===== config.mk =====
export PLATFORM = sky130hd
export DESIGN_NAME = bw_threshold_selector_core
export DESIGN_NICKNAME = d
export VERILOG_FILES = /design/src/rtl/core/bwts_pkg.sv /design/src/rtl/core/bw_threshold_selector_core.sv /design/src/rtl/core/bwts_cfg.sv /design/src/rtl/core/bwts_accum.sv /design/src/rtl/core/bwts_select.sv
export SDC_FILE = /design/constraint.sdc
export NUM_CORES = 2
export LEC_CHECK = 0
export ABC_AREA = 1
export BUFFER_PORTS_ARGS = -buffer_cell sky130_fd_sc_hd__buf_4
export CELL_PAD_IN_SITES_DETAIL_PLACEMENT = 1
export CELL_PAD_IN_SITES_GLOBAL_PLACEMENT = 2
export CORE_MARGIN = 3
export CORE_UTILIZATION = 30
export CTS_CLUSTER_SIZE = 14
export DETAILED_ROUTE_END_ITERATION = 6
export PLACE_DENSITY_LB_ADDON = 0.1
export SLEW_MARGIN = 40
export SYNTH_ARGS = -nofsm -noshare
export SYNTH_HDL_FRONTEND = slang
export SYNTH_SLANG_ARGS = --single-unit

===== constraint.sdc =====
create_clock -name i_clk -period 31.5 [get_ports i_clk]
set_clock_uncertainty 0.05 [all_clocks]
set_input_delay 6.3 -clock i_clk [delete_from_list [all_inputs] [get_ports i_clk]]
set_output_delay 6.3 -clock i_clk [all_outputs]
set_load 0.01 [all_outputs]

===== src/rtl/core/bwts_pkg.sv =====
package bwts_pkg;

    // Candidate thresholds and field widths.
    localparam int NUM_THR   = 13;
    localparam int RGB_W     = 8;
    localparam int PSUM_W    = 10;
    localparam int CNT_W     = 18;
    localparam int SUM_W     = CNT_W + 1;
    localparam int IDX_W     = $clog2(NUM_THR);
    localparam int THR_W     = 8;
    localparam int DIM_W     = 11;
    localparam int AREA_W    = 2 * DIM_W;
    localparam int BOUND_W   = AREA_W - 2;
    localparam int CFG_IDX_W = 8;

    localparam logic [CNT_W-1:0] CNT_LIMIT   = '1;
    localparam logic [THR_W-1:0] THR_FIRST   = 8'd32;
    localparam logic [THR_W-1:0] THR_STEP    = 8'd16;
    localparam logic [THR_W-1:0] THR_DEFAULT = 8'd128;
    localparam logic [IDX_W-1:0] IDX_DEFAULT = IDX_W'((THR_DEFAULT - THR_FIRST) / THR_STEP);

    // Per-threshold group flags.
    localparam logic [1:0] FLAG_CLEAR = 2'b01;
    localparam logic [1:0] FLAG_SET   = 2'b10;

    // Configuration register indexes.
    localparam logic [CFG_IDX_W-1:0] REG_WIDTH  = CFG_IDX_W'(0);
    localparam logic [CFG_IDX_W-1:0] REG_HEIGHT = CFG_IDX_W'(1);

    typedef logic [NUM_THR-1:0][CNT_W-1:0] t_cnt_vec;

    // One candidate in the selection tree.
    typedef struct packed {
        logic [SUM_W-1:0] total;
        logic [IDX_W-1:0] idx;
        logic [CNT_W-1:0] clr_cnt;
        logic [CNT_W-1:0] set_cnt;
    } t_cand;

    typedef struct packed {
        logic [CNT_W-1:0] clr_cnt;
        logic [CNT_W-1:0] set_cnt;
    } t_pair;

    // Threshold value for a candidate index.
    function automatic logic [THR_W-1:0] thr_of(logic [IDX_W-1:0] idx);
        return THR_FIRST + THR_STEP * THR_W'(idx);
    endfunction

    // Component sum at or above which a pixel is set.
    function automatic logic [PSUM_W-1:0] level_of(logic [IDX_W-1:0] idx);
        return PSUM_W'(3) * PSUM_W'(thr_of(idx));
    endfunction

    // Keep the lower-index candidate unless the other one is strictly smaller.
    function automatic t_cand pick(t_cand a, t_cand b);
        return (b.total < a.total) ? b : a;
    endfunction

endpackage


===== src/rtl/core/bw_threshold_selector_core.sv =====
// Channel   Handshake                  Payload
// pixel in  i_in_valid / o_in_ready    i_red, i_green, i_blue, i_group_end, i_image_end
// result    o_out_valid / i_out_ready  o_chosen_threshold, o_clear_groups, o_set_groups,
//                                      o_used_default
// config    i_cfg_valid / o_cfg_ready  i_cfg_index, i_cfg_data
//
// One pixel is taken every cycle while the input is not stalled; all 13 threshold counters
// update in parallel from the input register. A pixel that ends the image passes through the
// input register, count snapshot, four stages of the minimum tree and the output register.
// Reset is synchronous and active low; it clears all counters and sets both dimensions to 1.
// A stalled result holds only image-end pixels behind it; up to seven finished images can
// wait in the pipeline before the input stalls.
module bw_threshold_selector_core
    import bwts_pkg::*;
(
    input  logic                 i_clk,
    input  logic                 i_rst_n,
    input  logic                 i_in_valid,
    output logic                 o_in_ready,
    input  logic [RGB_W-1:0]     i_red,
    input  logic [RGB_W-1:0]     i_green,
    input  logic [RGB_W-1:0]     i_blue,
    input  logic                 i_group_end,
    input  logic                 i_image_end,
    output logic                 o_out_valid,
    input  logic                 i_out_ready,
    output logic [THR_W-1:0]     o_chosen_threshold,
    output logic [CNT_W-1:0]     o_clear_groups,
    output logic [CNT_W-1:0]     o_set_groups,
    output logic                 o_used_default,
    input  logic                 i_cfg_valid,
    output logic                 o_cfg_ready,
    input  logic [CFG_IDX_W-1:0] i_cfg_index,
    input  logic [DIM_W-1:0]     i_cfg_data
);

    logic [BOUND_W-1:0] w_bound;
    logic               w_snap_valid;
    logic               w_snap_ready;
    t_cnt_vec           w_snap_clr;
    t_cnt_vec           w_snap_set;

    // Dimension registers and the initial bound.
    bwts_cfg u_cfg (
        .i_clk       (i_clk),
        .i_rst_n     (i_rst_n),
        .i_cfg_valid (i_cfg_valid),
        .o_cfg_ready (o_cfg_ready),
        .i_cfg_index (i_cfg_index),
        .i_cfg_data  (i_cfg_data),
        .o_bound     (w_bound)
    );

    // Per-threshold group counting.
    bwts_accum u_accum (
        .i_clk        (i_clk),
        .i_rst_n      (i_rst_n),
        .i_in_valid   (i_in_valid),
        .o_in_ready   (o_in_ready),
        .i_red        (i_red),
        .i_green      (i_green),
        .i_blue       (i_blue),
        .i_group_end  (i_group_end),
        .i_image_end  (i_image_end),
        .o_snap_valid (w_snap_valid),
        .i_snap_ready (w_snap_ready),
        .o_snap_clr   (w_snap_clr),
        .o_snap_set   (w_snap_set)
    );

    // Threshold choice over the snapshot.
    bwts_select u_select (
        .i_clk              (i_clk),
        .i_rst_n            (i_rst_n),
        .i_snap_valid       (w_snap_valid),
        .o_snap_ready       (w_snap_ready),
        .i_snap_clr         (w_snap_clr),
        .i_snap_set         (w_snap_set),
        .i_bound            (w_bound),
        .o_out_valid        (o_out_valid),
        .i_out_ready        (i_out_ready),
        .o_chosen_threshold (o_chosen_threshold),
        .o_clear_groups     (o_clear_groups),
        .o_set_groups       (o_set_groups),
        .o_used_default     (o_used_default)
    );

`ifndef SYNTHESIS
    // The fallback always reports the default threshold.
    a_default_thr : assert property (@(posedge i_clk) disable iff (!i_rst_n)
        o_out_valid && o_used_default |-> o_chosen_threshold == THR_DEFAULT)
        else $error("default result without the default threshold");

    // A chosen threshold is a grid value other than the default.
    a_chosen_thr : assert property (@(posedge i_clk) disable iff (!i_rst_n)
        o_out_valid && !o_used_default |->
            o_chosen_threshold[3:0] == 4'd0 && o_chosen_threshold >= THR_FIRST &&
            o_chosen_threshold <= 8'd224 && o_chosen_threshold != THR_DEFAULT)
        else $error("chosen threshold off the candidate grid");

    // A chosen threshold must have beaten the initial bound.
    a_under_bound : assert property (@(posedge i_clk) disable iff (!i_rst_n)
        o_out_valid && !o_used_default |->
            BOUND_W'(SUM_W'(o_clear_groups) + SUM_W'(o_set_groups)) < w_bound)
        else $error("chosen threshold does not beat the bound");
`endif

endmodule


===== src/rtl/core/bwts_cfg.sv =====
module bwts_cfg
    import bwts_pkg::*;
(
    input  logic                 i_clk,
    input  logic                 i_rst_n,
    input  logic                 i_cfg_valid,
    output logic                 o_cfg_ready,
    input  logic [CFG_IDX_W-1:0] i_cfg_index,
    input  logic [DIM_W-1:0]     i_cfg_data,
    output logic [BOUND_W-1:0]   o_bound
);

    logic [DIM_W-1:0]   r_width;
    logic [DIM_W-1:0]   r_height;
    logic [BOUND_W-1:0] r_bound;
    logic [AREA_W-1:0]  w_area;

    assign o_cfg_ready = 1'b1;
    assign o_bound     = r_bound;

    // The initial best bound is twice the number of whole groups in the image.
    assign w_area = AREA_W'(r_width) * AREA_W'(r_height);

    // Register writes; unknown indexes are dropped.
    always_ff @(posedge i_clk) begin
        if (!i_rst_n) begin
            r_width  <= DIM_W'(1);
            r_height <= DIM_W'(1);
            r_bound  <= '0;
        end else begin
            r_bound <= {w_area[AREA_W-1:3], 1'b0};
            if (i_cfg_valid) begin
                unique case (i_cfg_index)
                    REG_WIDTH:  r_width  <= i_cfg_data;
                    REG_HEIGHT: r_height <= i_cfg_data;
                    default: ;
                endcase
            end
        end
    end

endmodule


===== src/rtl/core/bwts_accum.sv =====
module bwts_accum
    import bwts_pkg::*;
(
    input  logic             i_clk,
    input  logic             i_rst_n,
    input  logic             i_in_valid,
    output logic             o_in_ready,
    input  logic [RGB_W-1:0] i_red,
    input  logic [RGB_W-1:0] i_green,
    input  logic [RGB_W-1:0] i_blue,
    input  logic             i_group_end,
    input  logic             i_image_end,
    output logic             o_snap_valid,
    input  logic             i_snap_ready,
    output t_cnt_vec         o_snap_clr,
    output t_cnt_vec         o_snap_set
);

    logic                    r_a_valid;
    logic [RGB_W-1:0]        r_red;
    logic [RGB_W-1:0]        r_green;
    logic [RGB_W-1:0]        r_blue;
    logic                    r_gend;
    logic                    r_iend;
    logic [NUM_THR-1:0][1:0] r_flags;
    t_cnt_vec                r_clr;
    t_cnt_vec                r_set;

    logic [NUM_THR-1:0][1:0] n_flags;
    t_cnt_vec                n_clr;
    t_cnt_vec                n_set;
    logic [PSUM_W-1:0]       w_psum;
    logic                    w_close;
    logic                    w_fire;

    // A pixel that ends the image needs room in the snapshot stage; others always retire.
    assign w_fire       = r_a_valid && (!r_iend || i_snap_ready);
    assign o_in_ready   = !r_a_valid || w_fire;
    assign o_snap_valid = r_a_valid && r_iend;
    assign o_snap_clr   = n_clr;
    assign o_snap_set   = n_set;

    assign w_psum  = PSUM_W'(r_red) + PSUM_W'(r_green) + PSUM_W'(r_blue);
    assign w_close = r_gend || r_iend;

    // All thresholds update in parallel: flag update, then group count on a group or image end.
    always_comb begin
        logic [1:0] flag;
        for (int i = 0; i < NUM_THR; i++) begin
            if (w_psum >= level_of(IDX_W'(i))) begin
                flag = r_flags[i] & ~FLAG_CLEAR;
            end else begin
                flag = r_flags[i] & ~FLAG_SET;
            end
            n_clr[i]   = r_clr[i];
            n_set[i]   = r_set[i];
            n_flags[i] = flag;
            if (w_close) begin
                n_flags[i] = FLAG_CLEAR | FLAG_SET;
                if ((flag & FLAG_CLEAR) != 2'b00) begin
                    if (r_clr[i] != CNT_LIMIT) begin
                        n_clr[i] = r_clr[i] + CNT_W'(1);
                    end
                end else if ((flag & FLAG_SET) != 2'b00) begin
                    if (r_set[i] != CNT_LIMIT) begin
                        n_set[i] = r_set[i] + CNT_W'(1);
                    end
                end
            end
        end
    end

    // Input register control and the per-threshold state.
    always_ff @(posedge i_clk) begin
        if (!i_rst_n) begin
            r_a_valid <= 1'b0;
            r_flags   <= {NUM_THR{FLAG_CLEAR | FLAG_SET}};
            r_clr     <= '0;
            r_set     <= '0;
        end else begin
            if (o_in_ready) begin
                r_a_valid <= i_in_valid;
            end
            if (w_fire) begin
                if (r_iend) begin
                    r_flags <= {NUM_THR{FLAG_CLEAR | FLAG_SET}};
                    r_clr   <= '0;
                    r_set   <= '0;
                end else begin
                    r_flags <= n_flags;
                    r_clr   <= n_clr;
                    r_set   <= n_set;
                end
            end
        end
    end

    // Pixel payload.
    always_ff @(posedge i_clk) begin
        if (i_in_valid && o_in_ready) begin
            r_red   <= i_red;
            r_green <= i_green;
            r_blue  <= i_blue;
            r_gend  <= i_group_end;
            r_iend  <= i_image_end;
        end
    end

endmodule


===== src/rtl/core/bwts_select.sv =====
module bwts_select
    import bwts_pkg::*;
(
    input  logic               i_clk,
    input  logic               i_rst_n,
    input  logic               i_snap_valid,
    output logic               o_snap_ready,
    input  t_cnt_vec           i_snap_clr,
    input  t_cnt_vec           i_snap_set,
    input  logic [BOUND_W-1:0] i_bound,
    output logic               o_out_valid,
    input  logic               i_out_ready,
    output logic [THR_W-1:0]   o_chosen_threshold,
    output logic [CNT_W-1:0]   o_clear_groups,
    output logic [CNT_W-1:0]   o_set_groups,
    output logic               o_used_default
);

    localparam int L1 = (NUM_THR + 1) / 2;
    localparam int L2 = (L1 + 1) / 2;
    localparam int L3 = (L2 + 1) / 2;

    // Snapshot stage.
    logic     r_b_valid;
    t_cnt_vec r_b_clr;
    t_cnt_vec r_b_set;

    // Tree stages, each with the default candidate's counts alongside.
    logic  r1_valid, r2_valid, r3_valid, r4_valid;
    t_cand r1 [L1];
    t_cand r2 [L2];
    t_cand r3 [L3];
    t_cand r4;
    t_pair r1_def, r2_def, r3_def, r4_def;

    t_cand n1 [L1];
    t_cand n2 [L2];
    t_cand n3 [L3];
    t_cand n4;
    t_cand w_leaf [NUM_THR];
    t_pair w_def;

    logic             r_o_valid;
    logic [THR_W-1:0] r_o_thr;
    logic [CNT_W-1:0] r_o_clr;
    logic [CNT_W-1:0] r_o_set;
    logic             r_o_dflt;

    logic             adv_o, adv4, adv3, adv2, adv1, adv_b;
    logic             w_found;
    logic             w_take;
    logic [SUM_W-1:0] w_def_total;

    // Each stage moves when it is empty or the next one moves.
    assign adv_o        = !r_o_valid || i_out_ready;
    assign adv4         = !r4_valid || adv_o;
    assign adv3         = !r3_valid || adv4;
    assign adv2         = !r2_valid || adv3;
    assign adv1         = !r1_valid || adv2;
    assign adv_b        = !r_b_valid || adv1;
    assign o_snap_ready = adv_b;

    // Leaf sums and the default candidate's counts.
    always_comb begin
        for (int i = 0; i < NUM_THR; i++) begin
            w_leaf[i].total   = SUM_W'(r_b_clr[i]) + SUM_W'(r_b_set[i]);
            w_leaf[i].idx     = IDX_W'(i);
            w_leaf[i].clr_cnt = r_b_clr[i];
            w_leaf[i].set_cnt = r_b_set[i];
        end
        w_def.clr_cnt = r_b_clr[IDX_DEFAULT];
        w_def.set_cnt = r_b_set[IDX_DEFAULT];
    end

    // Pairwise minimum, lower index wins a tie; an odd entry passes through.
    always_comb begin
        for (int j = 0; j < L1; j++) begin
            if (2 * j + 1 < NUM_THR) begin
                n1[j] = pick(w_leaf[2*j], w_leaf[2*j+1]);
            end else begin
                n1[j] = w_leaf[2*j];
            end
        end
        for (int j = 0; j < L2; j++) begin
            if (2 * j + 1 < L1) begin
                n2[j] = pick(r1[2*j], r1[2*j+1]);
            end else begin
                n2[j] = r1[2*j];
            end
        end
        for (int j = 0; j < L3; j++) begin
            if (2 * j + 1 < L2) begin
                n3[j] = pick(r2[2*j], r2[2*j+1]);
            end else begin
                n3[j] = r2[2*j];
            end
        end
        n4 = pick(r3[0], r3[L3-1]);
    end

    // The minimum counts only if it is under the bound and under the default sum.
    assign w_def_total = SUM_W'(r4_def.clr_cnt) + SUM_W'(r4_def.set_cnt);
    assign w_found     = BOUND_W'(r4.total) < i_bound;
    assign w_take      = w_found && (r4.total < w_def_total);

    // Stage valid bits.
    always_ff @(posedge i_clk) begin
        if (!i_rst_n) begin
            r_b_valid <= 1'b0;
            r1_valid  <= 1'b0;
            r2_valid  <= 1'b0;
            r3_valid  <= 1'b0;
            r4_valid  <= 1'b0;
            r_o_valid <= 1'b0;
        end else begin
            if (adv_b) begin
                r_b_valid <= i_snap_valid;
            end
            if (adv1) begin
                r1_valid <= r_b_valid;
            end
            if (adv2) begin
                r2_valid <= r1_valid;
            end
            if (adv3) begin
                r3_valid <= r2_valid;
            end
            if (adv4) begin
                r4_valid <= r3_valid;
            end
            if (adv_o) begin
                r_o_valid <= r4_valid;
            end
        end
    end

    // Stage payloads.
    always_ff @(posedge i_clk) begin
        if (adv_b) begin
            r_b_clr <= i_snap_clr;
            r_b_set <= i_snap_set;
        end
        if (adv1) begin
            r1     <= n1;
            r1_def <= w_def;
        end
        if (adv2) begin
            r2     <= n2;
            r2_def <= r1_def;
        end
        if (adv3) begin
            r3     <= n3;
            r3_def <= r2_def;
        end
        if (adv4) begin
            r4     <= n4;
            r4_def <= r3_def;
        end
        if (adv_o) begin
            if (w_take) begin
                r_o_thr  <= thr_of(r4.idx);
                r_o_clr  <= r4.clr_cnt;
                r_o_set  <= r4.set_cnt;
                r_o_dflt <= 1'b0;
            end else begin
                r_o_thr  <= THR_DEFAULT;
                r_o_clr  <= r4_def.clr_cnt;
                r_o_set  <= r4_def.set_cnt;
                r_o_dflt <= 1'b1;
            end
        end
    end

    assign o_out_valid        = r_o_valid;
    assign o_chosen_threshold = r_o_thr;
    assign o_clear_groups     = r_o_clr;
    assign o_set_groups       = r_o_set;
    assign o_used_default     = r_o_dflt;

endmodule


# Word level (Yosys, flattened, before mapping)
# Cells that the tools add are included.
dict set report word_totals {
  ff_bits 2044
  in_bits 50
  output_inout_bits 48
  word_cells 404
}
dict set report classes {
  add_sub_neg 43
  mul 1
  n_lt_le_gt_ge 27
  eq_ne 27
  muxes 135
  n_reduce_logical 24
}
# cell count
set ops {}
lappend ops {{$mux 18} 93}
lappend ops {{$mux 59} 12}
lappend ops {{$add 18x1->18 const B} 26}
lappend ops {{$mux 234} 2}
lappend ops {{$ne 18x18->1 const B} 26}
lappend ops {{$add 18x18->19} 14}
lappend ops {{$lt 19x19->1} 13}
lappend ops {{$mux 2} 26}
lappend ops {{$ge 10x9->1 const B} 5}
lappend ops {{$ge 10x10->1 const B} 4}
lappend ops {{$ge 10x8->1 const B} 3}
lappend ops {{$mux 26} 1}
lappend ops {{$mul 11x11->22} 1}
lappend ops {{$lt 19x20->1} 1}
lappend ops {{$add 10x8->10} 1}
lappend ops {{$ge 10x7->1 const B} 1}
lappend ops {{$add 8x8->9} 1}
lappend ops {{$logic_or 1x1->1} 9}
lappend ops {{$add 6x8->8 const A} 1}
lappend ops {{$eq 8x1->1 const B} 1}
lappend ops {{$logic_not 1->1} 8}
lappend ops {{$logic_not 8->1} 1}
lappend ops {{$logic_and 1x1->1} 4}
lappend ops {{$reduce_and 2->1} 2}
lappend ops {{$mux 1} 1}

# Depth between registers and ports, before layout
dict set report depth {
  ltp_word 11
  ltp_mapped 29
  depth_no_buf 28
}

# Hierarchy
# Synthesis repeated with hierarchy kept, for this count alone.
dict set report hier_totals {
  cells_unflattened 14810
  hier_area_um2 118424.8
}
# mod n_inst cells_each area_each_um2
set modules_own_cells {}
lappend modules_own_cells {bwts_select 1 7426 73944.7}
lappend modules_own_cells {bwts_accum 1 6605 38883.5}
lappend modules_own_cells {bwts_cfg 1 779 5596.6}

# Worst setup path after synthesis
# OpenSTA, ideal clock, no wires.
dict set report synth_path {
  path_kind {input-to-reg}
  startpoint {in i_out_ready}
  endpoint {reg u_select.r_b_set (netlist bit u_select.n1[0]), enable pin}
  t_arrival_ps 30506
  required_time_ps 30704
  setup_slack_ps 197
  path_stages 10
  path_buffers 0
  path_cell_list {nor2_1 -> inv_2 -> nor2_1 -> inv_2 -> nor2_1 -> inv_1 -> nor2_2 -> nand2_1 -> nor2_1 -> inv_1}
}
dict set report synth_via {
  elab_chain_len 6
}
# item line
set synth_lines {}
lappend synth_lines {{from (decl)} bw_threshold_selector_core.sv:26} ;# input logic i_out_ready,
lappend synth_lines {{$logic_or 1x1->1} bwts_select.sv:55} ;# assign adv_o = !r_o_valid || i_out_ready;
lappend synth_lines {{named net u_select.adv_o} bwts_select.sv:49} ;# logic adv_o, adv4, adv3, adv2, adv1, adv_b;
lappend synth_lines {{$logic_or 1x1->1} bwts_select.sv:56} ;# assign adv4 = !r4_valid || adv_o;
lappend synth_lines {{named net u_select.adv4} bwts_select.sv:49}
lappend synth_lines {{$logic_or 1x1->1} bwts_select.sv:57} ;# assign adv3 = !r3_valid || adv4;
lappend synth_lines {{named net u_select.adv3} bwts_select.sv:49}
lappend synth_lines {{$logic_or 1x1->1} bwts_select.sv:58} ;# assign adv2 = !r2_valid || adv3;
lappend synth_lines {{$logic_or 1x1->1} bwts_select.sv:59} ;# assign adv1 = !r1_valid || adv2;
lappend synth_lines {{named net u_select.adv1} bwts_select.sv:49}
lappend synth_lines {{$logic_or 1x1->1} bwts_select.sv:60} ;# assign adv_b = !r_b_valid || adv1;
lappend synth_lines {{named net u_accum.i_snap_ready} bwts_accum.sv:14} ;# input logic i_snap_ready,
lappend synth_lines {{to (signal assigned)} bwts_select.sv:141} ;# r_b_set <= i_snap_set;
lappend synth_lines {{to (decl)} bwts_select.sv:26} ;# t_cnt_vec r_b_set;
# The timed path passes the listed nets, and every way through them passes these cells.
# A chain may end at the register's enable or synchronous reset.

# Worst setup path in the final report
dict set report layout_path {
  startpoint {in i_out_ready}
  endpoint {out o_in_ready}
}
dict set report layout_via {
  elab_chain_len 9
}
# item line
set layout_lines {}
lappend layout_lines {{$logic_or 1x1->1} bwts_select.sv:55}
lappend layout_lines {{named net u_select.adv_o} bwts_select.sv:49}
lappend layout_lines {{$logic_or 1x1->1} bwts_select.sv:56}
lappend layout_lines {{named net u_select.adv4} bwts_select.sv:49}
lappend layout_lines {{$logic_or 1x1->1} bwts_select.sv:57}
lappend layout_lines {{named net u_select.adv3} bwts_select.sv:49}
lappend layout_lines {{$logic_or 1x1->1} bwts_select.sv:58}
lappend layout_lines {{$logic_or 1x1->1} bwts_select.sv:59}
lappend layout_lines {{named net u_select.adv1} bwts_select.sv:49}
lappend layout_lines {{$logic_or 1x1->1} bwts_select.sv:60}
lappend layout_lines {{$logic_or 1x1->1} bwts_accum.sv:37} ;# assign w_fire = r_a_valid && (!r_iend || i_snap_ready);
lappend layout_lines {{$logic_and 1x1->1} bwts_accum.sv:37}
lappend layout_lines {{$logic_or 1x1->1} bwts_accum.sv:38} ;# assign o_in_ready = !r_a_valid || w_fire;
lappend layout_lines {{to (decl)} bw_threshold_selector_core.sv:19} ;# output logic o_in_ready,
# The timed path passes the listed nets, and every way through them passes these cells.

==> summary.md <==
| Metric | Value |
|---|---|
| Outcome | `finished, final reports clean` |
| Initial DRT Pass Iterations | `5` |
| Root Buffer | `clkbuf_16` |
| Initial drt markers | `6147` |
| Die W | `623 um` |
| Final Routed Wirelength | `419000 um` |
| Lkg Pwr | `55.5 nW` |
| Vias in the first global route | `96200` |
| NetSw | `4.11 mW` |
| DR vias/cell | `4.98` |
| Global Route Usage Sum | `21.1%` |
| CP Launch Type | `primary input` |
| Setup_tns | `0 ns` |
| Reg area | `0.0550 mm2` |
| Leading register cell type out of synthesis | `edfxtp_1` |
| Longest Clk Path Bufs | `4` |
| Design area | `0.128 mm2` |
| ANT nets after route | `0` |
| Area grow syn2layout | `12.2%` |
| Area after DPL | `0.120 mm2` |
| Ports | `98` |
| EDFF count, synth | `1471` |
| Fin crit period | `16.95 ns` |
| Comb power frac | `33.9%` |
| Worst-Skew Late Latency | `0.99 ns` |
| Fmax | `0.0590 GHz` |
| Initial Util | `30.3%` |
| First-pass GRT wire length | `628000 um` |
| Slew headroom | `40.4%` |
| Yosys cell types | `68` |
| Seq cells post-synth | `2013` |
| Register area share after synthesis | `48.2%` |
| Register share of total power | `37.3%` |
| CORE AREA | `0.377 mm2` |
| CTS Buf Count | `241` |
| Crit end category | `primary output` |
| Top cell type's share of synthesized area | `38.7%` |
| Global route overflow | `0` |
| CTS tree | `yes` |
| RSZ-0062 raised after global routing | `false` |
| Syn_area_per_cell | `8.34 um2` |
| Crit path required time | `25.15 ns` |
| Hold crit path type | `flop to flop` |
| Critical path class | `primary input to primary output` |
| Crit Path Max Fanout | `43` |
| Chip Height | `623 um` |
| Slew @ Worst Pin | `0.891 ns` |
| Die ar. | `0.388 mm2` |
| Most frequent cell after synthesis | `nand2_1` |
| Switching part of the total | `40.9%` |
| Hold Buf Count CTS | `0` |
| Final setup viols | `0` |
| H-tree levels | `4` |
| Internal power | `5.94 mW` |
| CP Data Arrival Time | `10.60 ns` |
| Fin crit share | `53.8%` |
| Number of port buffers | `92` |
| Nets | `14300` |
| Multi-input logic area | `0.0526 mm2` |
| Top cells by count, synth | `5013 x nand2_1, 1471 x edfxtp_1, 1136 x inv_1` |
| Clk network pwr share | `28.8%` |
| Synthesized area | `0.114 mm2` |
| Power Density | `78.4 mW/mm2` |
| PostCTS Resize Cnt | `0` |
| Asr flop ratio synth | `0%` |
| Max Cap Viol | `0` |
| DR WL/cell | `22.3 um` |
| Post-synthesis cell count | `13700` |
| Largest net degree at the start of global routing | `136` |
| VDD IR max | `0.0767 mV` |
| Remaining DRCs | `0` |
| Routability cong. | `0.873` |
| Share of cells above drive strength 1 | `5.20%` |
| Ys Warns | `0` |
| Dominant cell type by area after synthesis | `edfxtp_1` |
| Num Clock Sinks | `2013` |
| Fin. Hold Viols | `0` |
| Max-slew violation count | `0` |
| DR vias | `93500` |
| DP Wirelength | `315000 um` |
| Initial antenna violation count | `22` |
| Post-CTS Setup Inserts | `0` |
| Area contributors post-synth | `edfxtp_1 39%, nand2_1 16%, dfxtp_1 9.5%, ha_1 6.6%, a21oi_1 4.0%` |
| Filler Cell Count | `44300` |
| Reg clk slew, reported paths | `0.06 ns` |
| Row count | `225` |
[critical path: stages]
cell	delay, ns
buf_4	0.11
nor2_1	0.16
clkinv_2	0.55
nor2_1	0.38
clkinv_2	0.48
nor2_1	0.41
inv_6	0.17
nor2_2	0.35
nand2_4	0.46
nor2_1	0.55
nand3_1	0.36
buf_4	0.26
[per-layer routing]
layer / vias up / track usage [%] / routed length [um]
met5: - / 0 / 0
met1: 46400 / 30.9 / 210000
met3: 377 / 1.70 / 12500
li1: 45500 / - / -
met4: 0 / 4.08 / 7680
met2: 1213 / 34.1 / 190000
[layout make-up]
cell class | count | area share (%)
sequential | 2013 | 43.0
multi-input combinational | 9980 | 41.1
clock buffer | 302 | 5.08
tap | 4994 | 4.88
inverter | 1154 | 3.42
timing repair buffer | 179 | 1.30
clock inverter | 151 | 1.28
antenna | 4 | 0.00781
[flip-flops by register name (all words and copies together) (netlist names), 18 cells and up]
signal                   cells
u_select.r1                336
u_accum.r_clr              234
u_accum.r_set              234
u_select.r2                226
u_select.r_b_clr           216
u_select.r_b_set           216
u_select.r3                116
u_select.r4                 59
u_select.n2                 55
u_select.n1                 36
u_select.r1_def             36
u_select.r2_def             36
u_select.r3_def             36
u_select.r4_def             36
u_accum.r_flags             26
u_cfg.o_bound               19
u_select.o_clear_groups     18
u_select.o_set_groups       18
[cell usage in the layout (no fill, tap or decap), drive strengths merged, types with 11 or more instances in the layout]
cell / instances
nand2: 5038
edfxtp: 1471
inv: 1169
a21oi: 915
nand3: 752
o21ai: 664
ha: 604
dfxtp: 542
nor2: 483
xor2: 375
clkbuf: 302
nor3: 239
nand4: 214
buf: 179
xnor2: 130
fa: 96
clkinv: 91
nor4: 72
and2: 66
a21boi: 63
o211ai: 49
o21bai: 32
a31oi: 29
bufinv: 25
or2: 22
clkinvlp: 20
nand3b: 19
a211oi: 16
o21a: 16
o31ai: 14
o221ai: 13
a21o: 11
[per-stage QoR]
| step | power, mW | std cells | setup WS [ns] | util, % | hold WS, ns |
|---|---|---|---|---|---|
| global route | 10.7 | 18800 | 14.20 | 34.0 | 0.365 |
| detailed placement | 7.26 | 18300 | 14.85 | 31.8 | 0.355 |
| floorplan | 5.77 | 13700 | 0.197 | - | 0.350 |
| global placement | 7.17 | 18300 | 14.88 | 31.7 | 0.354 |
| finish | 10.0 | 18800 | 14.55 | 34.0 | 0.366 |
| CTS | 10.2 | 18800 | 14.83 | 33.9 | 0.367 |
[power by group through the flow]
stage | registers, mW | clock network (mW) | logic [mW]
floorplan | 3.61 | 0 | 2.17
global placement | 3.80 | 0 | 3.37
detailed placement | 3.80 | 0 | 3.46
CTS | 3.75 | 2.99 | 3.47
global route | 3.78 | 3.09 | 3.81
finish | 3.75 | 2.89 | 3.41
[kinds of logic (layout without fill, tap and decap cells)]
family | after synthesis | in the layout | synth area share (%)
buffers and inverters | 1703 | 1786 | 5.83
xor gates and xnor gates | 505 | 505 | 3.87
other | 2 | 9 | 0.00657
DFF | 2013 | 2013 | 48.2
and+or+nand+nor | 6918 | 6918 | 25.1
AOI/OAI and AO/OA | 1852 | 1852 | 8.77
adders and majority gates | 700 | 700 | 8.30
[worst paths after layout]
kind	start	to	slack, ns	cells after the start
max	i_out_ready	o_in_ready	14.55	12
min reg2reg	u_select.n2[31]	u_select.r2[31]	0.37	0
max reg2reg	u_select.o_out_valid	u_accum.r_clr[95]	24.53	19
min	u_select.n2[31]	u_select.r2[31]	0.37	0
Power figures use the tool's default switching activity.
